File: src/hw/rtl/psg_pkg.sv
// Shared types, constants and lookup functions for the tone and noise generator.
`timescale 1ns / 1ps

package psg_pkg;

    localparam int CLK_W      = 22;                 // clock numerator width
    localparam int DIV_W      = 16;                 // period times scale, widest case
    localparam int CNT_W      = $clog2(CLK_W + 1);  // divide step counter
    localparam int PER_LO_W   = 4;
    localparam int PER_HI_W   = 6;
    localparam int PER_W      = PER_LO_W + PER_HI_W;
    localparam int NPER_W     = 5;
    localparam int VOL_W      = 4;
    localparam int SEED_W     = 16;
    localparam int SAMPLE_W   = 8;
    localparam int FIFO_DEPTH = 4;
    localparam int FIFO_AW    = $clog2(FIFO_DEPTH);

    localparam logic [SEED_W-1:0] LCG_MULT = 16'd75;

    localparam logic [CLK_W-1:0] TONE_CLOCK_RESET  = 22'd111860;
    localparam logic [CLK_W-1:0] NOISE_CLOCK_RESET = 22'd6991;

    localparam logic [1:0] CFG_CHIP_ENABLE = 2'd0;
    localparam logic [1:0] CFG_TONE_CLOCK  = 2'd1;
    localparam logic [1:0] CFG_NOISE_CLOCK = 2'd2;

    // channel code of the noise generator in latch bytes and volume writes
    localparam logic [1:0] NOISE_CH = 2'd3;

    typedef enum logic [1:0] {
        OP_TICK,
        OP_TONE,
        OP_NOISE,
        OP_VOLUME
    } op_kind_t;

    typedef enum logic [1:0] {
        BK_IDLE,
        BK_DIV,
        BK_WRITE,
        BK_EMIT
    } back_state_t;

    typedef struct packed {
        op_kind_t           kind;
        logic [1:0]         chan;
        logic [DIV_W-1:0]   divisor;
        logic [VOL_W-1:0]   volume;
    } op_t;

    typedef struct packed {
        logic               chip_enable;
        logic [CLK_W-1:0]   tone_clock;
        logic [CLK_W-1:0]   noise_clock;
    } cfg_t;

    // noise period 31/(mode+1)
    function automatic logic [NPER_W-1:0] noise_period(input logic [1:0] mode);
        logic [NPER_W-1:0] p;
        case (mode)
            2'd0:    p = 5'd31;
            2'd1:    p = 5'd15;
            2'd2:    p = 5'd10;
            default: p = 5'd7;
        endcase
        return p;
    endfunction

    function automatic logic [4:0] vol_weight(input logic [VOL_W-1:0] vol);
        logic [4:0] w;
        case (vol)
            4'd0:    w = 5'd24;
            4'd1:    w = 5'd20;
            4'd2:    w = 5'd16;
            4'd3:    w = 5'd15;
            4'd4:    w = 5'd10;
            4'd5:    w = 5'd8;
            4'd6:    w = 5'd6;
            4'd7:    w = 5'd4;
            4'd8:    w = 5'd3;
            4'd9:    w = 5'd2;
            4'd10:   w = 5'd2;
            4'd11:   w = 5'd1;
            4'd12:   w = 5'd1;
            4'd13:   w = 5'd1;
            default: w = 5'd0;
        endcase
        return w;
    endfunction

endpackage

File: src/hw/rtl/psg_tone_noise_generator_core.sv
// Top level of the three-tone, one-noise sound generator: config registers and wiring.
`timescale 1ns / 1ps
// A tick on an empty queue passes from the queue slot through the back end's IDLE and EMIT states into m_tdata.
// A tick passes through the IDLE and EMIT states; a period write goes through IDLE, the 22 steps
// of the bit-serial divider and the increment write; a volume write is done when popped in IDLE.
// The four-entry operation queue takes transfers while the divider works or m_tready is low.
// Reset (aresetn low at a clock edge): chip enabled, default clocks, all phases, increments
// and the noise seed cleared, volumes silent, period bits all ones, queue empty.

module psg_tone_noise_generator_core #(
    parameter int SAMPLE_RATE  = 15600,
    parameter int PERIOD_SCALE = 1
) (
    input  logic                     aclk,
    input  logic                     aresetn,
    // input channel
    input  logic                     s_tvalid,
    output logic                     s_tready,
    input  logic                     s_tuser,      // [0] command (0 port write, 1 tick)
    input  logic [7:0]               s_tdata,      // [7:0] port_byte
    // result channel
    output logic                     m_tvalid,
    input  logic                     m_tready,
    output logic [7:0]               m_tdata,      // [7:0] mixed_sample, signed
    // configuration writes
    input  logic                     cfg_wr_en,
    input  logic [1:0]               cfg_index,
    input  logic [psg_pkg::CLK_W-1:0] cfg_wr_data
);

    psg_pkg::cfg_t cfg_reg;

    logic          push;
    psg_pkg::op_t  push_op;
    logic          fifo_full;
    logic          pop;
    logic          head_valid;
    psg_pkg::op_t  head_op;

    // Hold configuration; writes must arrive only while the block is idle (the block does not enforce this).
    always_ff @(posedge aclk) begin
        if (!aresetn) begin
            cfg_reg.chip_enable <= 1'b1;
            cfg_reg.tone_clock  <= psg_pkg::TONE_CLOCK_RESET;
            cfg_reg.noise_clock <= psg_pkg::NOISE_CLOCK_RESET;
        end else if (cfg_wr_en) begin
            case (cfg_index)
                psg_pkg::CFG_CHIP_ENABLE: cfg_reg.chip_enable <= cfg_wr_data[0];
                psg_pkg::CFG_TONE_CLOCK:  cfg_reg.tone_clock  <= cfg_wr_data;
                psg_pkg::CFG_NOISE_CLOCK: cfg_reg.noise_clock <= cfg_wr_data;
                default: begin
                    // drop writes beyond the register list
                end
            endcase
        end
    end

    // Classify each transfer and track the latched period bits.
    psg_front #(
        .PERIOD_SCALE (PERIOD_SCALE)
    ) u_front (
        .aclk      (aclk),
        .aresetn   (aresetn),
        .s_tvalid  (s_tvalid),
        .s_tready  (s_tready),
        .s_tuser   (s_tuser),
        .s_tdata   (s_tdata),
        .fifo_full (fifo_full),
        .push      (push),
        .push_op   (push_op)
    );

    // Decouple the front end from the divider and the output stage.
    psg_op_fifo u_fifo (
        .aclk       (aclk),
        .aresetn    (aresetn),
        .push       (push),
        .push_op    (push_op),
        .full       (fifo_full),
        .pop        (pop),
        .head_valid (head_valid),
        .head_op    (head_op)
    );

    // Execute operations in order: divide, advance channels, mix.
    psg_back #(
        .SAMPLE_RATE (SAMPLE_RATE)
    ) u_back (
        .aclk     (aclk),
        .aresetn  (aresetn),
        .cfg      (cfg_reg),
        .op_valid (head_valid),
        .op       (head_op),
        .op_pop   (pop),
        .m_tvalid (m_tvalid),
        .m_tready (m_tready),
        .m_tdata  (m_tdata)
    );

endmodule

File: src/hw/rtl/psg_front.sv
// Front end: accept port writes and ticks, track period bits, emit queued operations.
`timescale 1ns / 1ps

module psg_front #(
    parameter int PERIOD_SCALE = 1
) (
    input  logic                aclk,
    input  logic                aresetn,
    input  logic                s_tvalid,
    output logic                s_tready,
    input  logic                s_tuser,     // [0] command
    input  logic [7:0]          s_tdata,     // [7:0] port_byte
    input  logic                fifo_full,
    output logic                push,
    output psg_pkg::op_t        push_op
);

    logic [psg_pkg::PER_LO_W-1:0] lo_reg [3];
    logic [psg_pkg::PER_LO_W-1:0] lo_next [3];
    logic [psg_pkg::PER_HI_W-1:0] hi_reg [3];
    logic [psg_pkg::PER_HI_W-1:0] hi_next [3];
    logic [1:0]                   last_reg;
    logic [1:0]                   last_next;

    logic [2:0]                   reg_sel;
    logic [1:0]                   ch;
    logic [psg_pkg::PER_W-1:0]    period;
    logic [psg_pkg::PER_W-1:0]    period_eff;

    assign s_tready = !fifo_full;
    assign push     = s_tvalid && !fifo_full;
    assign reg_sel  = s_tdata[6:4];
    assign ch       = reg_sel[2:1];

    always_comb begin
        lo_next   = lo_reg;
        hi_next   = hi_reg;
        last_next = last_reg;
        period    = '0;
        push_op.kind    = psg_pkg::OP_TICK;
        push_op.chan    = ch;
        push_op.volume  = s_tdata[3:0];
        if (!s_tuser && s_tdata[7]) begin
            if (ch == psg_pkg::NOISE_CH) begin
                if (!reg_sel[0]) begin
                    push_op.kind = psg_pkg::OP_NOISE;
                    period = psg_pkg::PER_W'(psg_pkg::noise_period(s_tdata[1:0]));
                end else begin
                    push_op.kind = psg_pkg::OP_VOLUME;
                end
            end else if (!reg_sel[0]) begin
                push_op.kind = psg_pkg::OP_TONE;
                lo_next[ch]  = s_tdata[3:0];
                last_next    = ch;
                period       = {hi_reg[ch], s_tdata[3:0]};
            end else begin
                push_op.kind = psg_pkg::OP_VOLUME;
            end
        end else if (!s_tuser) begin
            // data byte: upper period bits of the last latched tone
            push_op.kind      = psg_pkg::OP_TONE;
            push_op.chan      = last_reg;
            hi_next[last_reg] = s_tdata[5:0];
            period            = {s_tdata[5:0], lo_reg[last_reg]};
        end
        period_eff = (period == '0) ? psg_pkg::PER_W'(1) : period;
        push_op.divisor = psg_pkg::DIV_W'(32'(period_eff) * PERIOD_SCALE);
    end

    always_ff @(posedge aclk) begin
        if (!aresetn) begin
            for (int i = 0; i < 3; i++) begin
                lo_reg[i] <= '1;
                hi_reg[i] <= '1;
            end
            last_reg <= '0;
        end else if (push) begin
            lo_reg   <= lo_next;
            hi_reg   <= hi_next;
            last_reg <= last_next;
        end
    end

endmodule

File: src/hw/rtl/psg_op_fifo.sv
// Short operation queue between the front end and the back end.
`timescale 1ns / 1ps

module psg_op_fifo (
    input  logic           aclk,
    input  logic           aresetn,
    input  logic           push,
    input  psg_pkg::op_t   push_op,
    output logic           full,
    input  logic           pop,
    output logic           head_valid,
    output psg_pkg::op_t   head_op
);

    psg_pkg::op_t                  slot_reg [psg_pkg::FIFO_DEPTH];
    logic [psg_pkg::FIFO_AW-1:0]   wr_ptr_reg;
    logic [psg_pkg::FIFO_AW-1:0]   rd_ptr_reg;
    logic [psg_pkg::FIFO_AW:0]     count_reg;

    assign full       = (count_reg == (psg_pkg::FIFO_AW + 1)'(psg_pkg::FIFO_DEPTH));
    assign head_valid = (count_reg != '0);
    assign head_op    = slot_reg[rd_ptr_reg];

    always_ff @(posedge aclk) begin
        if (push) begin
            slot_reg[wr_ptr_reg] <= push_op;
        end
    end

    always_ff @(posedge aclk) begin
        if (!aresetn) begin
            wr_ptr_reg <= '0;
            rd_ptr_reg <= '0;
            count_reg  <= '0;
        end else begin
            if (push) begin
                wr_ptr_reg <= wr_ptr_reg + 1'b1;
            end
            if (pop) begin
                rd_ptr_reg <= rd_ptr_reg + 1'b1;
            end
            if (push && !pop) begin
                count_reg <= count_reg + 1'b1;
            end else if (pop && !push) begin
                count_reg <= count_reg - 1'b1;
            end
        end
    end

endmodule

File: src/hw/rtl/psg_back.sv
// Back end: iterative increment divider, phase accumulators, noise LCG and mixer.
`timescale 1ns / 1ps

module psg_back #(
    parameter int SAMPLE_RATE = 15600
) (
    input  logic                        aclk,
    input  logic                        aresetn,
    input  psg_pkg::cfg_t               cfg,
    input  logic                        op_valid,
    input  psg_pkg::op_t                op,
    output logic                        op_pop,
    output logic                        m_tvalid,
    input  logic                        m_tready,
    output logic [psg_pkg::SAMPLE_W-1:0] m_tdata
);

    localparam int PH_W = $clog2(SAMPLE_RATE);
    localparam logic [PH_W:0]            RATE_PH  = (PH_W + 1)'(SAMPLE_RATE);
    localparam logic [PH_W-1:0]          HALF_PH  = PH_W'(SAMPLE_RATE / 2);
    localparam logic [PH_W-1:0]          RATE_SAT = PH_W'(SAMPLE_RATE - 10);
    localparam logic [psg_pkg::CLK_W:0]  RATE_Q   = (psg_pkg::CLK_W + 1)'(SAMPLE_RATE);

    psg_pkg::back_state_t state_reg, state_next;

    logic [PH_W-1:0]                tone_phase_reg [3];
    logic [PH_W-1:0]                tone_phase_next [3];
    logic [PH_W-1:0]                tone_inc_reg [3];
    logic                           tone_neg_reg [3];
    logic [PH_W-1:0]                noise_phase_reg;
    logic [PH_W-1:0]                noise_phase_next;
    logic [PH_W-1:0]                noise_inc_reg;
    logic                           noise_neg_reg;
    logic                           noise_wrap;
    logic [psg_pkg::SEED_W-1:0]     seed_reg;
    logic [psg_pkg::SEED_W-1:0]     seed_step;
    logic [psg_pkg::VOL_W-1:0]      vol_reg [4];

    logic [psg_pkg::DIV_W-1:0]      rem_reg;
    logic [psg_pkg::CLK_W-1:0]      quo_reg;
    logic [psg_pkg::DIV_W-1:0]      dsr_reg;
    logic [psg_pkg::CNT_W-1:0]      cnt_reg;
    logic [1:0]                     job_chan_reg;
    logic                           job_noise_reg;
    logic [psg_pkg::DIV_W:0]        trial;
    logic [psg_pkg::DIV_W:0]        diff;
    logic                           trial_ge;
    logic [psg_pkg::CLK_W:0]        q_full;
    logic [PH_W-1:0]                inc_sat;

    logic                           out_valid_reg;
    logic [psg_pkg::SAMPLE_W-1:0]   out_data_reg;
    logic [psg_pkg::SAMPLE_W-1:0]   mix;
    logic                           emit;
    logic                           tick_go;
    logic                           div_go;
    logic                           vol_go;

    assign m_tvalid = out_valid_reg;
    assign m_tdata  = out_data_reg;

    always_ff @(posedge aclk) begin
        if (!aresetn) begin
            state_reg <= psg_pkg::BK_IDLE;
        end else begin
            state_reg <= state_next;
        end
    end

    always_comb begin
        state_next = state_reg;
        op_pop     = 1'b0;
        emit       = 1'b0;
        case (state_reg)
            psg_pkg::BK_IDLE: begin
                if (op_valid) begin
                    op_pop = 1'b1;
                    if (op.kind == psg_pkg::OP_TICK) begin
                        state_next = psg_pkg::BK_EMIT;
                    end else if (op.kind inside {psg_pkg::OP_TONE, psg_pkg::OP_NOISE}) begin
                        state_next = psg_pkg::BK_DIV;
                    end
                end
            end
            psg_pkg::BK_DIV: begin
                if (cnt_reg == psg_pkg::CNT_W'(1)) begin
                    state_next = psg_pkg::BK_WRITE;
                end
            end
            psg_pkg::BK_WRITE: begin
                state_next = psg_pkg::BK_IDLE;
            end
            psg_pkg::BK_EMIT: begin
                if (!out_valid_reg || m_tready) begin
                    emit       = 1'b1;
                    state_next = psg_pkg::BK_IDLE;
                end
            end
            default: begin
                state_next = psg_pkg::BK_IDLE;
            end
        endcase
    end

    assign tick_go = op_pop && (op.kind == psg_pkg::OP_TICK) && cfg.chip_enable;
    assign div_go  = op_pop && (op.kind inside {psg_pkg::OP_TONE, psg_pkg::OP_NOISE});
    assign vol_go  = op_pop && (op.kind == psg_pkg::OP_VOLUME);

    // restoring divide, one quotient bit per cycle
    assign trial    = {rem_reg, quo_reg[psg_pkg::CLK_W-1]};
    assign diff     = trial - {1'b0, dsr_reg};
    assign trial_ge = (trial >= {1'b0, dsr_reg});

    // noise quotient is doubled; saturate and pull exactly the rate down by ten
    assign q_full  = job_noise_reg ? {quo_reg, 1'b0} : {1'b0, quo_reg};
    assign inc_sat = (q_full >= RATE_Q) ? RATE_SAT : q_full[PH_W-1:0];

    always_comb begin
        logic [PH_W:0] sum;
        logic [PH_W:0] nsum;
        for (int i = 0; i < 3; i++) begin
            sum = {1'b0, tone_phase_reg[i]} + {1'b0, tone_inc_reg[i]};
            tone_phase_next[i] = (sum >= RATE_PH) ? PH_W'(sum - RATE_PH) : sum[PH_W-1:0];
        end
        nsum = {1'b0, noise_phase_reg} + {1'b0, noise_inc_reg};
        noise_wrap = (nsum >= RATE_PH);
        noise_phase_next = noise_wrap ? PH_W'(nsum - RATE_PH) : nsum[PH_W-1:0];
    end

    assign seed_step = psg_pkg::SEED_W'((seed_reg + 1'b1) * psg_pkg::LCG_MULT) - 1'b1;

    always_comb begin
        logic [psg_pkg::SAMPLE_W-1:0] w;
        mix = '0;
        for (int i = 0; i < 3; i++) begin
            w   = psg_pkg::SAMPLE_W'(psg_pkg::vol_weight(vol_reg[i]));
            mix = tone_neg_reg[i] ? mix - w : mix + w;
        end
        w   = psg_pkg::SAMPLE_W'(psg_pkg::vol_weight(vol_reg[psg_pkg::NOISE_CH]));
        mix = noise_neg_reg ? mix - w : mix + w;
    end

    always_ff @(posedge aclk) begin
        if (!aresetn) begin
            for (int i = 0; i < 3; i++) begin
                tone_phase_reg[i] <= '0;
                tone_inc_reg[i]   <= '0;
                tone_neg_reg[i]   <= 1'b0;
            end
            for (int i = 0; i < 4; i++) begin
                vol_reg[i] <= '1;
            end
            noise_phase_reg <= '0;
            noise_inc_reg   <= '0;
            noise_neg_reg   <= 1'b0;
            seed_reg        <= '0;
            cnt_reg         <= '0;
            out_valid_reg   <= 1'b0;
        end else begin
            if (tick_go) begin
                for (int i = 0; i < 3; i++) begin
                    tone_neg_reg[i]   <= (tone_phase_reg[i] >= HALF_PH);
                    tone_phase_reg[i] <= tone_phase_next[i];
                end
                noise_phase_reg <= noise_phase_next;
                if (noise_wrap) begin
                    seed_reg      <= seed_step;
                    noise_neg_reg <= seed_step[psg_pkg::SEED_W-1];
                end
            end
            if (vol_go) begin
                vol_reg[op.chan] <= op.volume;
            end
            if (state_reg == psg_pkg::BK_WRITE) begin
                if (job_noise_reg) begin
                    noise_inc_reg <= inc_sat;
                end else begin
                    tone_inc_reg[job_chan_reg] <= inc_sat;
                end
            end
            if (div_go) begin
                cnt_reg <= psg_pkg::CNT_W'(psg_pkg::CLK_W);
            end else if (state_reg == psg_pkg::BK_DIV) begin
                cnt_reg <= cnt_reg - 1'b1;
            end
            if (emit) begin
                out_valid_reg <= 1'b1;
            end else if (m_tready) begin
                out_valid_reg <= 1'b0;
            end
        end
    end

    always_ff @(posedge aclk) begin
        if (div_go) begin
            rem_reg       <= '0;
            quo_reg       <= (op.kind == psg_pkg::OP_NOISE) ? cfg.noise_clock : cfg.tone_clock;
            dsr_reg       <= op.divisor;
            job_chan_reg  <= op.chan;
            job_noise_reg <= (op.kind == psg_pkg::OP_NOISE);
        end else if (state_reg == psg_pkg::BK_DIV) begin
            rem_reg <= trial_ge ? diff[psg_pkg::DIV_W-1:0] : trial[psg_pkg::DIV_W-1:0];
            quo_reg <= {quo_reg[psg_pkg::CLK_W-2:0], trial_ge};
        end
        if (emit) begin
            out_data_reg <= cfg.chip_enable ? mix : '0;
        end
    end

    a_phase_range: assert property (@(posedge aclk) disable iff (!aresetn)
        ({1'b0, tone_phase_reg[0]} < RATE_PH) && ({1'b0, tone_phase_reg[1]} < RATE_PH) &&
        ({1'b0, tone_phase_reg[2]} < RATE_PH) && ({1'b0, noise_phase_reg} < RATE_PH))
        else $error("phase accumulator outside the sample period");

    a_inc_range: assert property (@(posedge aclk) disable iff (!aresetn)
        ({1'b0, tone_inc_reg[0]} < RATE_PH) && ({1'b0, tone_inc_reg[1]} < RATE_PH) &&
        ({1'b0, tone_inc_reg[2]} < RATE_PH) && ({1'b0, noise_inc_reg} < RATE_PH))
        else $error("increment not saturated below the sample rate");

    a_sample_range: assert property (@(posedge aclk) disable iff (!aresetn)
        out_valid_reg |-> ($signed(out_data_reg) >= -96) && ($signed(out_data_reg) <= 96))
        else $error("mixed sample outside the four-channel range");

    a_result_from_tick: assert property (@(posedge aclk) disable iff (!aresetn)
        $rose(out_valid_reg) |-> $past(state_reg) == psg_pkg::BK_EMIT)
        else $error("result raised without a tick being emitted");

endmodule
File: config.mk
export PLATFORM = sky130hd
export DESIGN_NAME = psg_tone_noise_generator_core
export DESIGN_NICKNAME = d
export VERILOG_FILES = /design/src/hw/rtl/psg_pkg.sv /design/src/hw/rtl/psg_tone_noise_generator_core.sv /design/src/hw/rtl/psg_front.sv /design/src/hw/rtl/psg_op_fifo.sv /design/src/hw/rtl/psg_back.sv
export SDC_FILE = /design/constraint.sdc
export NUM_CORES = 1
export LEC_CHECK = 0
export ABC_AREA = 1
export BUFFER_PORTS_ARGS = -buffer_cell sky130_fd_sc_hd__buf_4
export CORE_UTILIZATION = 30
export CTS_CLUSTER_DIAMETER = 120
export DETAILED_ROUTE_END_ITERATION = 8
export PLACE_DENSITY = 0.47
export SLEW_MARGIN = 30
export SYNTH_ARGS = -nofsm -noshare
export SYNTH_HDL_FRONTEND = slang
export SYNTH_HIERARCHICAL = 1
export SYNTH_SLANG_ARGS = --single-unit
File: constraint.sdc
create_clock -name aclk -period 5.6 [get_ports aclk]
set_input_delay 0.84 -clock aclk [delete_from_list [all_inputs] [get_ports aclk]]
set_output_delay 0.84 -clock aclk [all_outputs]
set_load 0.05 [all_outputs]
Yosys cells after proc, flatten, opt, wreduce, memory -nomap -nowiden
Memory sizes are Yosys's and may differ from the RTL's. A register that Yosys moved wholly into a read port is not among the register bits.
Cells that the tools add are included.

storage, ports and cells
  bits in registers = 202
  latch bits = 0
  RAM bits = 175
  ROM bits = 320
  input bits = 38
  memories kept = 9

cells by class
  $add $sub $neg = 23
  $mul = 1
  div/mod/pow operators = 0
  magnitude comparators = 13
  equality and inequality tests = 17
  shift operators = 0
  multiplexer cells = 82
  bitwise gates (word level) = 13
  reductions and logical operators = 37

memory list
  name                 depth  bits a word  read ports  clocked after memory_dff  wr ports  RTL line           text
  (name not given)     16     5            1           0                         0         psg_pkg.sv:72      case (vol)
  (name not given)     16     5            1           0                         0         psg_pkg.sv:72
  (name not given)     16     5            1           0                         0         psg_pkg.sv:72
  (name not given)     16     5            1           0                         0         psg_pkg.sv:72
  u_fifo.slot_reg      4      18           1           1                         1         psg_op_fifo.sv:15  psg_pkg::op_t slot_reg [psg_pkg::FIFO_DEPTH];
  u_back.tone_inc_reg  3      14           3           0                         3         psg_back.sv:28     logic [PH_W-1:0] tone_inc_reg [3];
  +3 memories          --     --           --          --                        --        --

operator list
  operator                                               count
  2-to-1 mux 14 bit                                      9
  2-to-1 mux 22 bit                                      3
  adder 14 x 14 -> 15 bit                                4
  >= comparator 15 x 14 -> 1 bit, second input constant  4
  subtractor 14 bit, second input constant               4
  2-to-1 mux 10 bit                                      5
  >= comparator 14 x 13 -> 1 bit, second input constant  3
  2-to-1 mux 8 bit                                       4
  2-to-1 mux 2 bit                                       13
  2-to-1 mux 1 bit                                       25
  adder 8 x 5 -> 8 bit                                   3
  subtractor 8 x 5 -> 8 bit                              3
  >= comparator 23 x 14 -> 1 bit, second input constant  1
  2-to-1 mux 23 bit                                      1
  bitwise mux 18 bit                                     1
  2-to-1 mux 6 bit                                       3
  >= comparator 17 x 16 -> 1 bit                         1
  adder 16 x 1 -> 16 bit, second input constant          1
  multiplier 16 x 7 -> 16 bit, second input constant     1
  2-to-1 mux 16 bit                                      1
  2-to-1 mux 4 bit                                       4
  subtractor 16 x 1 -> 16 bit, second input constant     1
  subtractor 16 bit                                      1
  2-to-1 mux 5 bit                                       3
  other kinds (38)                                       87

Depth between registers and ports, before layout
Gate-level depths: netlist of the first run.
An unclocked memory read counts as a cell.

  word-level depth = 10
  gate-level depth with buffers = 31

By module
Netlist of the first run, hierarchy kept.

by module, submodules not included
  module                         times used  cells an instance  area each (um^2)  seq. area each (um^2)
  psg_back                       1           2,353              17,290.3          5,905.7
  psg_op_fifo                    1           291                4,171.5           3,062.9
  psg_front                      1           265                1,850.5           640.6
  psg_tone_noise_generator_core  1           251                1,771.7           900.9

Worst setup path before layout of the first run
OpenSTA, ideal clock, no wires.

  path kind = register to register
  from = memory u_back/vol_reg[0][0] in the netlist's numbering
  to = register u_back.out_data_reg, in the netlist u_back/m_tdata[7] (data pin)
  data arrival time = 4,604 ps
  path slack = 742 ps
  stages on the path, launching flop included = 31
  path buffers = 0
  cell sequence = edfxtp_1 > ha_1 > nand2_1 > nand2_1 > o21ai_0 > inv_1 > ha_1 > o21ai_0 > inv_1 > ha_1 > nand2_1 > o21ai_0 > xnor2_1 > inv_1 > ha_1 > a21oi_1 > inv_1 > a31oi_1 > nor2_1 > nor2_1 > nor2_1 > nor2_1 > xor2_1 > ha_1 > a21oi_1 > o21ai_0 > a21oi_1 > inv_1 > or2_2 > a21oi_1 > nor2_1

RTL lines
  element               RTL line         text
  from (decl)           psg_back.sv:37   logic [psg_pkg::VOL_W-1:0] vol_reg [4];
  to (signal assigned)  psg_back.sv:206  out_data_reg <= cfg.chip_enable ? mix : '0;
  to (decl)             psg_back.sv:52   logic [psg_pkg::SAMPLE_W-1:0] out_data_reg;

==> impl_results.md, run 1 <==
* Final Total Pwr at 12.19 mW
* Root buf cell: clkbuf_16
* Largest register FFs at 96
* Routed Antenna Nets at 0
* Setup crit end kind: flip-flop
* Area Growth Syn to Fin at 12.15%
* H-tree depth at 2
* Post-synthesis sequential area ratio at 0.4190
* Post-DR vias/cell at 4.545
* Cell Area, Synth at 0.02508 mm2
* Post-layout nets at 3421
* GR Util All Layers at 0.1455
* Net Sw Frac at 0.3910
* Sequential group share of total power at 0.339
* Die Footprint at 0.08477 mm2
* Clk slew on worst S/H paths at 60 ps
* Peak supply drop at 0.2616 mV
* Commonest non-fill, non-tap cell in the layout: nand2_1
* Power Dens Cells at 433.2 mW/mm2
* Die Y-Extent at 291.2 um
* Row count at 105
* Most frequent CP cell: nor2_1
* Port bufs at 47
* DRC viols at 0
* I/O pins at 48
* Clk pwr share at 0.275
* Skew-Pair Late Insertion Delay at 610 ps
* Max FO, Critical Path at 5
* Grt ovf at 0
* Initial drt markers at 1054
* Final GP Congestion at 0.8221
* Pint at 7.421 mW
* Worst Tran Pin Value at 864.1 ps
* Sum Neg Setup Slack at 0 ps
* Mapped Avg Cell Area at 7.938 um2
* CP Data Arrival Time at 5490 ps
* Hpwl dp at 44820 um
* Max-cap violations at 0
* Critical path type: reg -> reg
* Max stage delay on crit path at 420 ps
* RSZ-0062 raised after global routing: no
* Yosys warnings at 6
* Combinational power share at 0.385
* Clk_skew at 34.27 ps
* Multi-input logic area at 0.01228 mm2
* Design Area, Final at 0.02813 mm2
* Via Count at 19.56k
* Rel. slew slack at 0.4218
* Min Tclk post-route at 5148 ps
* Final Hold Fails at 0
* Cts repair resizes at 0
* Number of global-route vias before repair at 19.29k
* Post-synth EDFFs at 248
* Fmax at 0.1943 GHz
* Initial antenna violation count at 0
* Largest net degree at the start of global routing at 66
* Ys async rst share at 0
* Clock buffer depth at 3
* Storage cell area at 0.01051 mm2
* CP Launch Type: flip-flop
* # setup viols final at 0
* Die span in x at 291.2 um
* Status: finished, final reports clean
* Sink Count at 401
* Syn Inst Count at 3160
* Total leakage power at 13.12 nW
* Num CTS Buffers at 49
* Library cells used by synthesis at 60
* FF+latch count, synth at 401
* Postcts setup bufs at 0
* Placed inst area at 0.02641 mm2
* Layout cells sized above 1 at 0.07918
* First-pass GRT wire length at 100800 um
* Period utilization at 0.9192
* Psw at 4.765 mW
* CTS tree: built
* Routed len/inst at 14.30 um
* Initial DRT Pass Iterations at 5
* Most frequent cells in the layout: nand2_1, inv_1, nor2_1
* CTS Hold Bufs at 0
* Core Region at 0.08237 mm2
* Drt total wl at 61510 um
* Req. time, crit path at 5940 ps
* Top FF cell, synth: edfxtp_1
* Final Slew Violations at 0
* Ant. Diodes at 0
* Worst min path class: reg -> reg
* Fillers at 8661
* Starting density of the core at 0.3045
* CP max-delay cell: edfxtp_1
[metrics by stage]
step / hold WS (ps) / utilization / cells / setup WS, ps
floorplan: 411.5 / - / 3165 / 741.6
global placement: 431.3 / 0.3205 / 4211 / 268.5
detailed placement: 437.1 / 0.3206 / 4211 / 300.1
CTS: 410.5 / 0.3413 / 4303 / 237.4
global route: 426.3 / 0.3415 / 4303 / 3.484
finish: 440.5 / 0.3415 / 4303 / 452.5
[Yosys cell counts (all sizes together), types with 7 or more instances]
library cell,n,share of area
ha,155,0.077
o211ai,54,0.016
inv,480,0.072
nor2,366,0.060
edfxtp,248,0.30
o22ai,25,0.011
a31oi,7,0.0017
xor2,45,0.016
xnor2,26,0.0091
o21ai,181,0.036
buf,54,0.016
a21oi,142,0.029
nand3,211,0.045
nand2,818,0.12
dfxtp,153,0.12
nand4,42,0.010
nand3b,8,0.0024
fa,36,0.029
nor3,16,0.0036
clkbuf,34,0.0051
o21bai,11,0.0033
[area by class of cell]
class                           count  area share
Multi-Input combinational cell   2192      0.4364
Inverter                          484     0.06467
Timing Repair Buffer               64     0.01708
Clock buffer                       64     0.04817
Clock inverter                     28     0.01245
Tap cell                         1070     0.04759
Sequential cell                   401      0.3736
[critical path: cells and delay by family (launching register included)]
kind / cells / cell delay, ps
compound gates: 8 / 1270
xor+xnor: 3 / 450
fa+ha+maj: 5 / 1540
buf+inv: 4 / 230
flops: 1 / 420
simple gates: 10 / 1010
[logic make-up after synthesis]
group	share of synthesized area
flip-flops	0.4190
AND/OR/NAND/NOR	0.2488
AO/OA/AOI/OAI	0.1066
adder cells (fa/ha/maj)	0.1060
buffers and inverters	0.09357
other	0.0001495
multiplexers	0.0003991
XOR/XNOR	0.02539
[path summary, 6_finish.rpt]
| kind | from | to | cells after the start | slack, ps |
|---|---|---|---|---|
| max | u_back/vol_reg[1][0] | u_back/m_tdata[7] | 30 | 450 |
| min | u_fifo/rd_ptr_reg[1] | u_fifo/rd_ptr_reg[1] | 1 | 440 |
| max reg2reg | u_back/vol_reg[1][0] | u_back/m_tdata[7] | 30 | 450 |
| min reg2reg | u_fifo/rd_ptr_reg[1] | u_fifo/rd_ptr_reg[1] | 1 | 440 |
[power groups by stage]
stage               clock network (mW)  registers [mW]  logic [mW]
global route                      3.58            4.19        5.44
detailed placement                   0            4.20        4.76
global placement                     0            4.20        4.77
floorplan                            0            4.10        3.64
CTS                               3.48            4.14        4.79
finish                            3.36            4.13        4.70
[layer usage]
metal	share of wire	wire (um)	global-route usage	vias to the layer above
met1	0.47	29170	0.1899	8967
li1	-	-	-	10350
met4	0.018	1109	0.03342	0
met2	0.48	29380	0.2530	179
met5	0	0	0	-
met3	0.030	1849	0.02008	67
(Power assumes the default switching activity.)
==> inputs of run 2 (changes only) <==
CORE_MARGIN = 2   (was unset)
PLACE_DENSITY = 0.49   (was 0.47)
clock period = 4.3 ns   (was 5.6 ns; I/O delays follow)
==> run 2 against run 1 <==
The flow now finishes with violations (setup timing). Clock skew is 3.5 ps lower. Count of clock-buffer cells in the layout increased by 8. Largest cell class unchanged. Flip-flop and latch count did not move. Via count is 2.3% higher. Combinational power grew 49%. Non-clock buffer count increased by 74. Design area up 2.0%.
==> impl_results.md, run 2 (synthesized netlist as in run 1, its figures left out) <==
* GR Util All Layers at 0.1456 (about the same)
* FF-to-FF Start: u_back/vol_reg[1][0]
* Status: finished with violations
* Starting density of the core at 0.3016 (-0.002873)
* Clock buffer depth at 3 (unchanged)
* Cells on worst reg2reg path at 29 (-3.3%)
* Drt total wl at 61850 um (+0.54%)
* Rel. slew slack at 0.4128 (-0.008960)
* Setup crit end kind: flip-flop
* Post-Place Setup Slack at -434.3 ps (-734.4 ps)
* Number of global-route vias before repair at 19.56k (+1.4%)
* Port bufs at 47 (unchanged)
* Req. time, crit path at 4630 ps (-1310 ps)
* Critical path type: reg -> reg
* CP Launch Type: flip-flop
* Final Total Pwr at 16.16 mW (+33%)
* Hold Path Origin: cfg_wr_data[9]
* Fmax at 0.2174 GHz (+12%)
* Core Region at 0.08316 mm2 (+0.95%)
* CTS tree: built
* Root buf cell: clkbuf_16
* Ant. Diodes at 0 (unchanged)
* Reg-to-reg endpoint: u_back/m_tdata[7]
* Max-cap violations at 0 (unchanged)
* Most frequent cells in the layout: nand2_1, inv_1, nor2_1
* CP max-delay cell: edfxtp_1
* Clk pwr share at 0.234 (-0.041)
* Largest register FFs at 96 (unchanged)
* Initial DRT Pass Iterations at 7 (+2)
* Sum Neg Setup Slack at -302.7 ps (-302.7 ps)
* Hpwl dp at 45010 um (+0.42%)
* Net Sw Frac at 0.3946 (+0.003562)
* First-pass GRT wire length at 101900 um (+1.2%)
* Multi-input logic area at 0.01250 mm2 (+1.8%)
* Routed len/inst at 14.12 um (-1.2%)
* Max stage delay on crit path at 390 ps (-30 ps)
* Clk slew on worst S/H paths at 60 ps (about the same)
* H-tree depth at 2 (unchanged)
* Psw at 6.377 mW (+34%)
* CP Data Arrival Time at 4940 ps (-550 ps)
* Die Footprint at 0.08594 mm2 (+1.4%)
* Max FO, Critical Path at 3 (-2)
* Hold WS at 251.4 ps (-189.1 ps)
* Hold Crit Endpoint: cfg_reg[9]
* I/O pins at 48 (unchanged)
* Sink Count at 401 (unchanged)
* Largest net degree at the start of global routing at 65 (-1.5%)
* Via Count at 20.02k (+2.3%)
* Final Hold Fails at 0 (unchanged)
* Routed Antenna Nets at 0 (unchanged)
* Post-layout nets at 3492 (+2.1%)
* Row count at 106 (+0.95%)
* Sequential group share of total power at 0.334 (-0.005)
* Power Dens Cells at 563.4 mW/mm2 (+30%)
* Skew-Pair Late Insertion Delay at 610 ps (about the same)
* Final core occ at 0.3449 (+0.003429)
* Final Slew Violations at 0 (unchanged)
* Die Y-Extent at 293.2 um (+0.69%)
* Worst Tran Pin Value at 877.5 ps (+13.39 ps)
* Combinational power share at 0.432 (+0.047)
* Reg2Reg Setup Slack at -300 ps (-750 ps)
* DRC viols at 0 (unchanged)
* Clk_skew at 30.82 ps (-3.455 ps)
* Post-DR vias/cell at 4.569 (+0.51%)
* Final GP Congestion at 0.8281 (+0.73%)
* Commonest non-fill, non-tap cell in the layout: nand2_1
* Initial drt markers at 1114 (+5.7%)
* Pint at 9.784 mW (+32%)
* Total leakage power at 13.39 nW (+2.0%)
* Grt ovf at 0 (unchanged)
* Hold Path Depth at 3 (+2)
* Final worst setup slack at -300.5 ps (-753.0 ps)
* Fillers at 8746 (+0.98%)
* Worst min path class: in -> reg
* Die span in x at 293.2 um (+0.69%)
* Num CTS Buffers at 46 (-6.1%)
* Peak supply drop at 0.3583 mV (+37%)
* RSZ-0062 raised after global routing: yes
* Storage cell area at 0.01051 mm2 (unchanged)
* Initial antenna violation count at 0 (unchanged)
* CP bufs+invs at 6 (+2)
* Violated checks: setup timing
* Delay-heaviest family, CP: adder cells
* Period utilization at 1.070 (+0.1507)
* Min Tclk post-route at 4600 ps (-547.0 ps)
* Area Growth Syn to Fin at 14.36%
* # setup viols final at 2 (+2)
* Layout cells sized above 1 at 0.1063 (+0.02715)
## run 2: routing by layer
metal,track usage,share of wire,vias up
met5,0,0,-
met4,0.03302,0.016,0
met3,0.01657,0.027,57
met2,0.2546,0.48,208
met1,0.1922,0.48,9267
li1,-,-,10480
## run 2: power groups by stage
| stage | registers, mW | logic, mW | clock network (mW) |
|---|---|---|---|
| 6_report | 5.40 | 6.98 | 3.79 |
| 5_1_grt | 5.48 | 8.01 | 4.08 |
| 4_1_cts | 5.40 | 6.80 | 3.93 |
| 3_5_place_dp | 5.48 | 6.61 | 0 |
| 3_3_place_gp | 5.48 | 6.61 | 0 |
| 2_1_floorplan | 5.34 | 4.81 | 0 |
## run 2: metrics by stage
step	cell area (um2)	std cells
finish	28690	4381
global route	28690	4381
CTS	28520	4378
detailed placement	26930	4280
global placement	26930	4280
floorplan	25160	3165
## run 2: worst register-to-register path: cells and delay by family (launching register included)
| family | cells | cell delay, ps |
|---|---|---|
| compound gates | 8 | 830 |
| xor+xnor | 3 | 490 |
| fa+ha+maj | 5 | 1360 |
| buf+inv | 6 | 650 |
| flops | 1 | 390 |
| simple gates | 7 | 670 |
## run 2: how the worst max path moves through the flow
| stage | startpoint | end | slack, ps | depth (start not counted) |
|---|---|---|---|---|
| 6_report | u_back/vol_reg[1][0] | u_back/m_tdata[7] | -300 | 29 |
| 5_1_grt | u_back/vol_reg[1][1] | u_back/m_tdata[7] | -820 | 30 |
| 4_1_cts | u_back/vol_reg[1][1] | u_back/m_tdata[7] | -380 | 29 |
| 3_5_place_dp | u_back/vol_reg[0][1] | u_back/m_tdata[7] | -430 | 30 |
| 3_3_place_gp | u_back/vol_reg[0][1] | u_back/m_tdata[7] | -490 | 30 |
| 2_1_floorplan | u_back/vol_reg[0][1] | u_back/m_tdata[7] | -160 | 30 |
## run 2: layout make-up
| type | count | share of cell area |
|---|---|---|
| Tap cell | 1080 | 0.04711 |
| Clock inverter | 14 | 0.004536 |
| Clock buffer | 72 | 0.04567 |
| Sequential cell | 401 | 0.3664 |
| Inverter | 484 | 0.06342 |
| Multi-Input combinational cell | 2192 | 0.4357 |
| Timing Repair Buffer | 138 | 0.03721 |
## run 2: repair_timing
action / 4_1_cts / 5_1_grt
endpoints found under the hold margin: 0 / 0
pin swaps: 29 / 36
hold buffers: 0 / 0
setup buffers: 12 / 6
resized for setup: 22 / 33
setup endpoints to repair: 3 / 7
==> inputs of run 3 (changes only) <==
ABC_AREA = unset   (was 1)
CORE_UTILIZATION = 54   (was 30)
PLACE_DENSITY = 0.73   (was 0.49)
clock period = 5.25 ns   (was 4.3 ns; I/O delays follow)
==> run 3 against run 2 <==
The flow now finishes without violations. First-iteration DRC count about the same. Design area down 8.5%. Fmax fell by 5.0%. Flip-flop and latch count is the same. Count of clock-buffer cells in the layout is 19 lower. Total power decreased by 29%. Clock skew is 11 ps lower. Routed wire length decreased by 18%. Synthesized cell count decreased by 26%. Setup slack better by 710 ps. Final cell count down 32%.
==> impl_results.md, run 3 <==
* Most frequent cells in the layout: edfxtp_1, nand2_1, nor2_1
* Critical path type: reg -> reg
* Min Tclk post-route at 4841 ps (+240.7 ps)
* Sink Count at 401 (unchanged)
* Worst setup startpoint: u_back/vol_reg[1][0]
* Num CTS Buffers at 44 (-4.3%)
* Psw at 3.977 mW (-38%)
* Dominant cells by area after synthesis: edfxtp_1, dfxtp_1, ha_1, mux2i_1, nand2_1
* Die Footprint at 0.04636 mm2 (-46%)
* Final Slew Violations at 0 (unchanged)
* Commonest non-fill, non-tap cell in the layout: edfxtp_1
* Reg2Reg Setup Slack at 410 ps (+710 ps)
* Worst min path class: reg -> reg
* Routed len/inst at 16.98 um (+20%)
* CP Capture Point: u_back/m_tdata[7]
* Cells on worst reg2reg path at 23 (-21%)
* Largest net degree at the start of global routing at 72 (+11%)
* Cell Area, Synth at 0.02411 mm2 (-3.9%)
* Hold WS at 457.8 ps (+206.4 ps)
* Final core occ at 0.5948 (+0.2499)
* Library cells used by synthesis at 105 (+75%)
* Drt total wl at 50580 um (-18%)
* CP Launch Type: flip-flop
* Root buf cell: clkbuf_16
* Skew-Pair Late Insertion Delay at 590 ps (-20 ps)
* Post-layout nets at 2580 (-26%)
* Sequential group share of total power at 0.382 (+0.048)
* Status: finished, final reports clean
* Post-synthesis sequential area ratio at 0.4358 (+0.01685)
* GR Util All Layers at 0.2184 (+0.07279)
* Top FF cell, synth: edfxtp_1
* Port bufs at 47 (unchanged)
* Post-Place Setup Slack at 218.9 ps (+653.2 ps)
* Final Hold Fails at 0 (unchanged)
* Reg-to-reg endpoint: u_back/m_tdata[7]
* Hpwl dp at 35640 um (-21%)
* Worst Tran Pin Value at 914.4 ps (+36.83 ps)
* Initial DRT Pass Iterations at 5 (-2)
* Die Y-Extent at 215.3 um (-27%)
* DRC viols at 0 (unchanged)
* Final Total Pwr at 11.47 mW (-29%)
* Number of global-route vias before repair at 17.06k (-13%)
* Starting density of the core at 0.5465 (+0.2449)
* Max stage delay on crit path at 520 ps (+130 ps)
* Via Count at 17.14k (-14%)
* Initial antenna violation count at 0 (unchanged)
* Initial drt markers at 1113 (-0.090%)
* Clk_skew at 19.71 ps (-11.11 ps)
* Count leader, synth: edfxtp_1
* Routed Antenna Nets at 0 (unchanged)
* Max FO, Critical Path at 5 (+2)
* Worst-path cell chain: ha_1 -> nand2b_1 -> a32oi_2 -> ha_1 -> nor2_1 -> a21oi_2 -> fa_1 -> inv_1 -> ha_1 -> nor2b_1 -> o21ai_0 -> nand2_1 -> nor2_1 -> nor2_1 -> ha_1 -> a21boi_0 -> o21a_1 -> nor2_1 -> o21bai_1 -> a21oi_1 -> xnor2_1 -> xnor2_1 -> and2_1
* Fmax at 0.2066 GHz (-5.0%)
* CP max-delay cell: fa_1
* Ys async rst share at 0 (unchanged)
* Area Growth Syn to Fin at 8.841%
* CTS Hold Bufs at 0 (unchanged)
* CP Data Arrival Time at 5170 ps (+230 ps)
* Combinational power share at 0.349 (-0.083)
* Area leader, netlist: edfxtp_1
* Pint at 7.492 mW (-23%)
* Setup crit end kind: flip-flop
* Largest register FFs at 96 (unchanged)
* Clk slew on worst S/H paths at 60 ps (about the same)
* I/O pins at 48 (unchanged)
* Final worst setup slack at 408.8 ps (+709.3 ps)
* FF-to-FF Start: u_back/vol_reg[1][0]
* Placed insts at 2896 (-32%)
* Ant. Diodes at 0 (unchanged)
* Total leakage power at 10.45 nW (-22%)
* Clk pwr share at 0.270 (+0.036)
* Max-cap violations at 0 (unchanged)
* Mapped Avg Cell Area at 10.35 um2 (+30%)
* Top cells by count, synth: edfxtp_1, nand2_1, nor2_1
* Layout cells sized above 1 at 0.09761 (-0.008719)
* Yosys warnings at 6 (unchanged)
* Rel. slew slack at 0.3824 (-0.03037)
* Core Region at 0.04412 mm2 (-47%)
* Power Dens Cells at 436.9 mW/mm2 (-22%)
* Period utilization at 0.9221 (-0.1477)
* Post-synth EDFFs at 248 (unchanged)
* Req. time, crit path at 5580 ps (+950 ps)
* Final GP Congestion at 0.8637 (+4.3%)
* Net Sw Frac at 0.3468 (-0.04784)
* Clock buffer depth at 3 (unchanged)
* Post-DR vias/cell at 5.755 (+26%)
* # setup viols final at 0 (-2)
* Grt ovf at 0 (unchanged)
* Row count at 77 (-27%)
* CTS tree: built
* Die span in x at 215.3 um (-27%)
* H-tree depth at 2 (unchanged)
* First-pass GRT wire length at 83760 um (-18%)
* Final Non-Filler Cells at 2979 (-32%)
* Syn Inst Count at 2331 (-26%)
* FF+latch count, synth at 401 (unchanged)
* Peak supply drop at 0.3281 mV (-8.4%)
* Top cell type's share of synthesized area at 0.3088 (+0.01194)
run 3: stage by stage:
stage	area [um2]	setup TNS (ps)
final	26250	0
after global routing	26250	-89.12
after CTS	26200	0
after detailed placement	24750	0
after global placement	24750	0
after floorplan	24130	0
run 3: metal layers:
metal / wire length (um) / track usage / up-vias
met2: 24990 / 0.3845 / 402
met4: 1275 / 0.06943 / 0
li1: - / - / 8404
met5: 0 / 0 / -
met1: 22140 / 0.2815 / 8243
met3: 2174 / 0.02477 / 95
run 3: area by class of cell:
class / instances / area (um2)
clock buffers: 53 / 1166
clock inverters: 29 / 284.0
fillers: 3717 / 17880
inverters: 158 / 593.1
multi-input cells: 1678 / 12440
flip-flops and latches: 401 / 10510
well taps: 592 / 740.7
repair buffers: 68 / 510.5
run 3: cells by family (layout without fill, tap and decap cells):
family / Yosys count / in the layout / synth area share
compound gates: 455 / 455 / 0.1296
fa+ha+maj: 191 / 191 / 0.1103
xor+xnor: 115 / 115 / 0.04234
buf+inv: 257 / 308 / 0.05085
other cells: 1 / 6 / 0.0001555
mux: 150 / 150 / 0.07617
flops: 401 / 401 / 0.4358
simple gates: 761 / 761 / 0.1547
run 3: repair_timing:
item	4_1_cts	5_1_grt
setup buffers	0	1
endpoints found under the setup margin	0	1
gates resized for setup	0	11
run 3: worst max-delay path: cells and delay by family, from the launching register on:
family / cells / cell delay [ps]
AOI/OAI and AO/OA: 7 / 1240
xor gates and xnor gates: 2 / 220
adders and majority gates: 5 / 1710
buffers and inverters: 1 / 70
DFF: 1 / 450
and+or+nand+nor: 8 / 910
run 3: how the worst min path moves through the flow:
stage | startpoint | end | slack (ps) | depth (start not counted)
2_1_floorplan | u_back/noise_phase_reg[12] | u_back/noise_phase_reg[12] | 430 | 2
3_3_place_gp | cfg_reg[5] | cfg_reg[5] | 440 | 2
3_5_place_dp | cfg_reg[30] | cfg_reg[30] | 450 | 2
4_1_cts | cfg_wr_data[3] | cfg_reg[25] | 440 | 3
5_1_grt | cfg_wr_data[3] | cfg_reg[25] | 470 | 3
6_report | cfg_reg[30] | cfg_reg[30] | 460 | 2
run 3: power groups by stage:
stage	Clock [mW]	Sequential [mW]	Combinational [mW]
2_1_floorplan	0	4.30	3.20
3_3_place_gp	0	4.42	3.81
3_5_place_dp	0	4.43	3.95
4_1_cts	3.16	4.38	3.99
5_1_grt	3.26	4.43	4.50
6_report	3.09	4.38	4.00
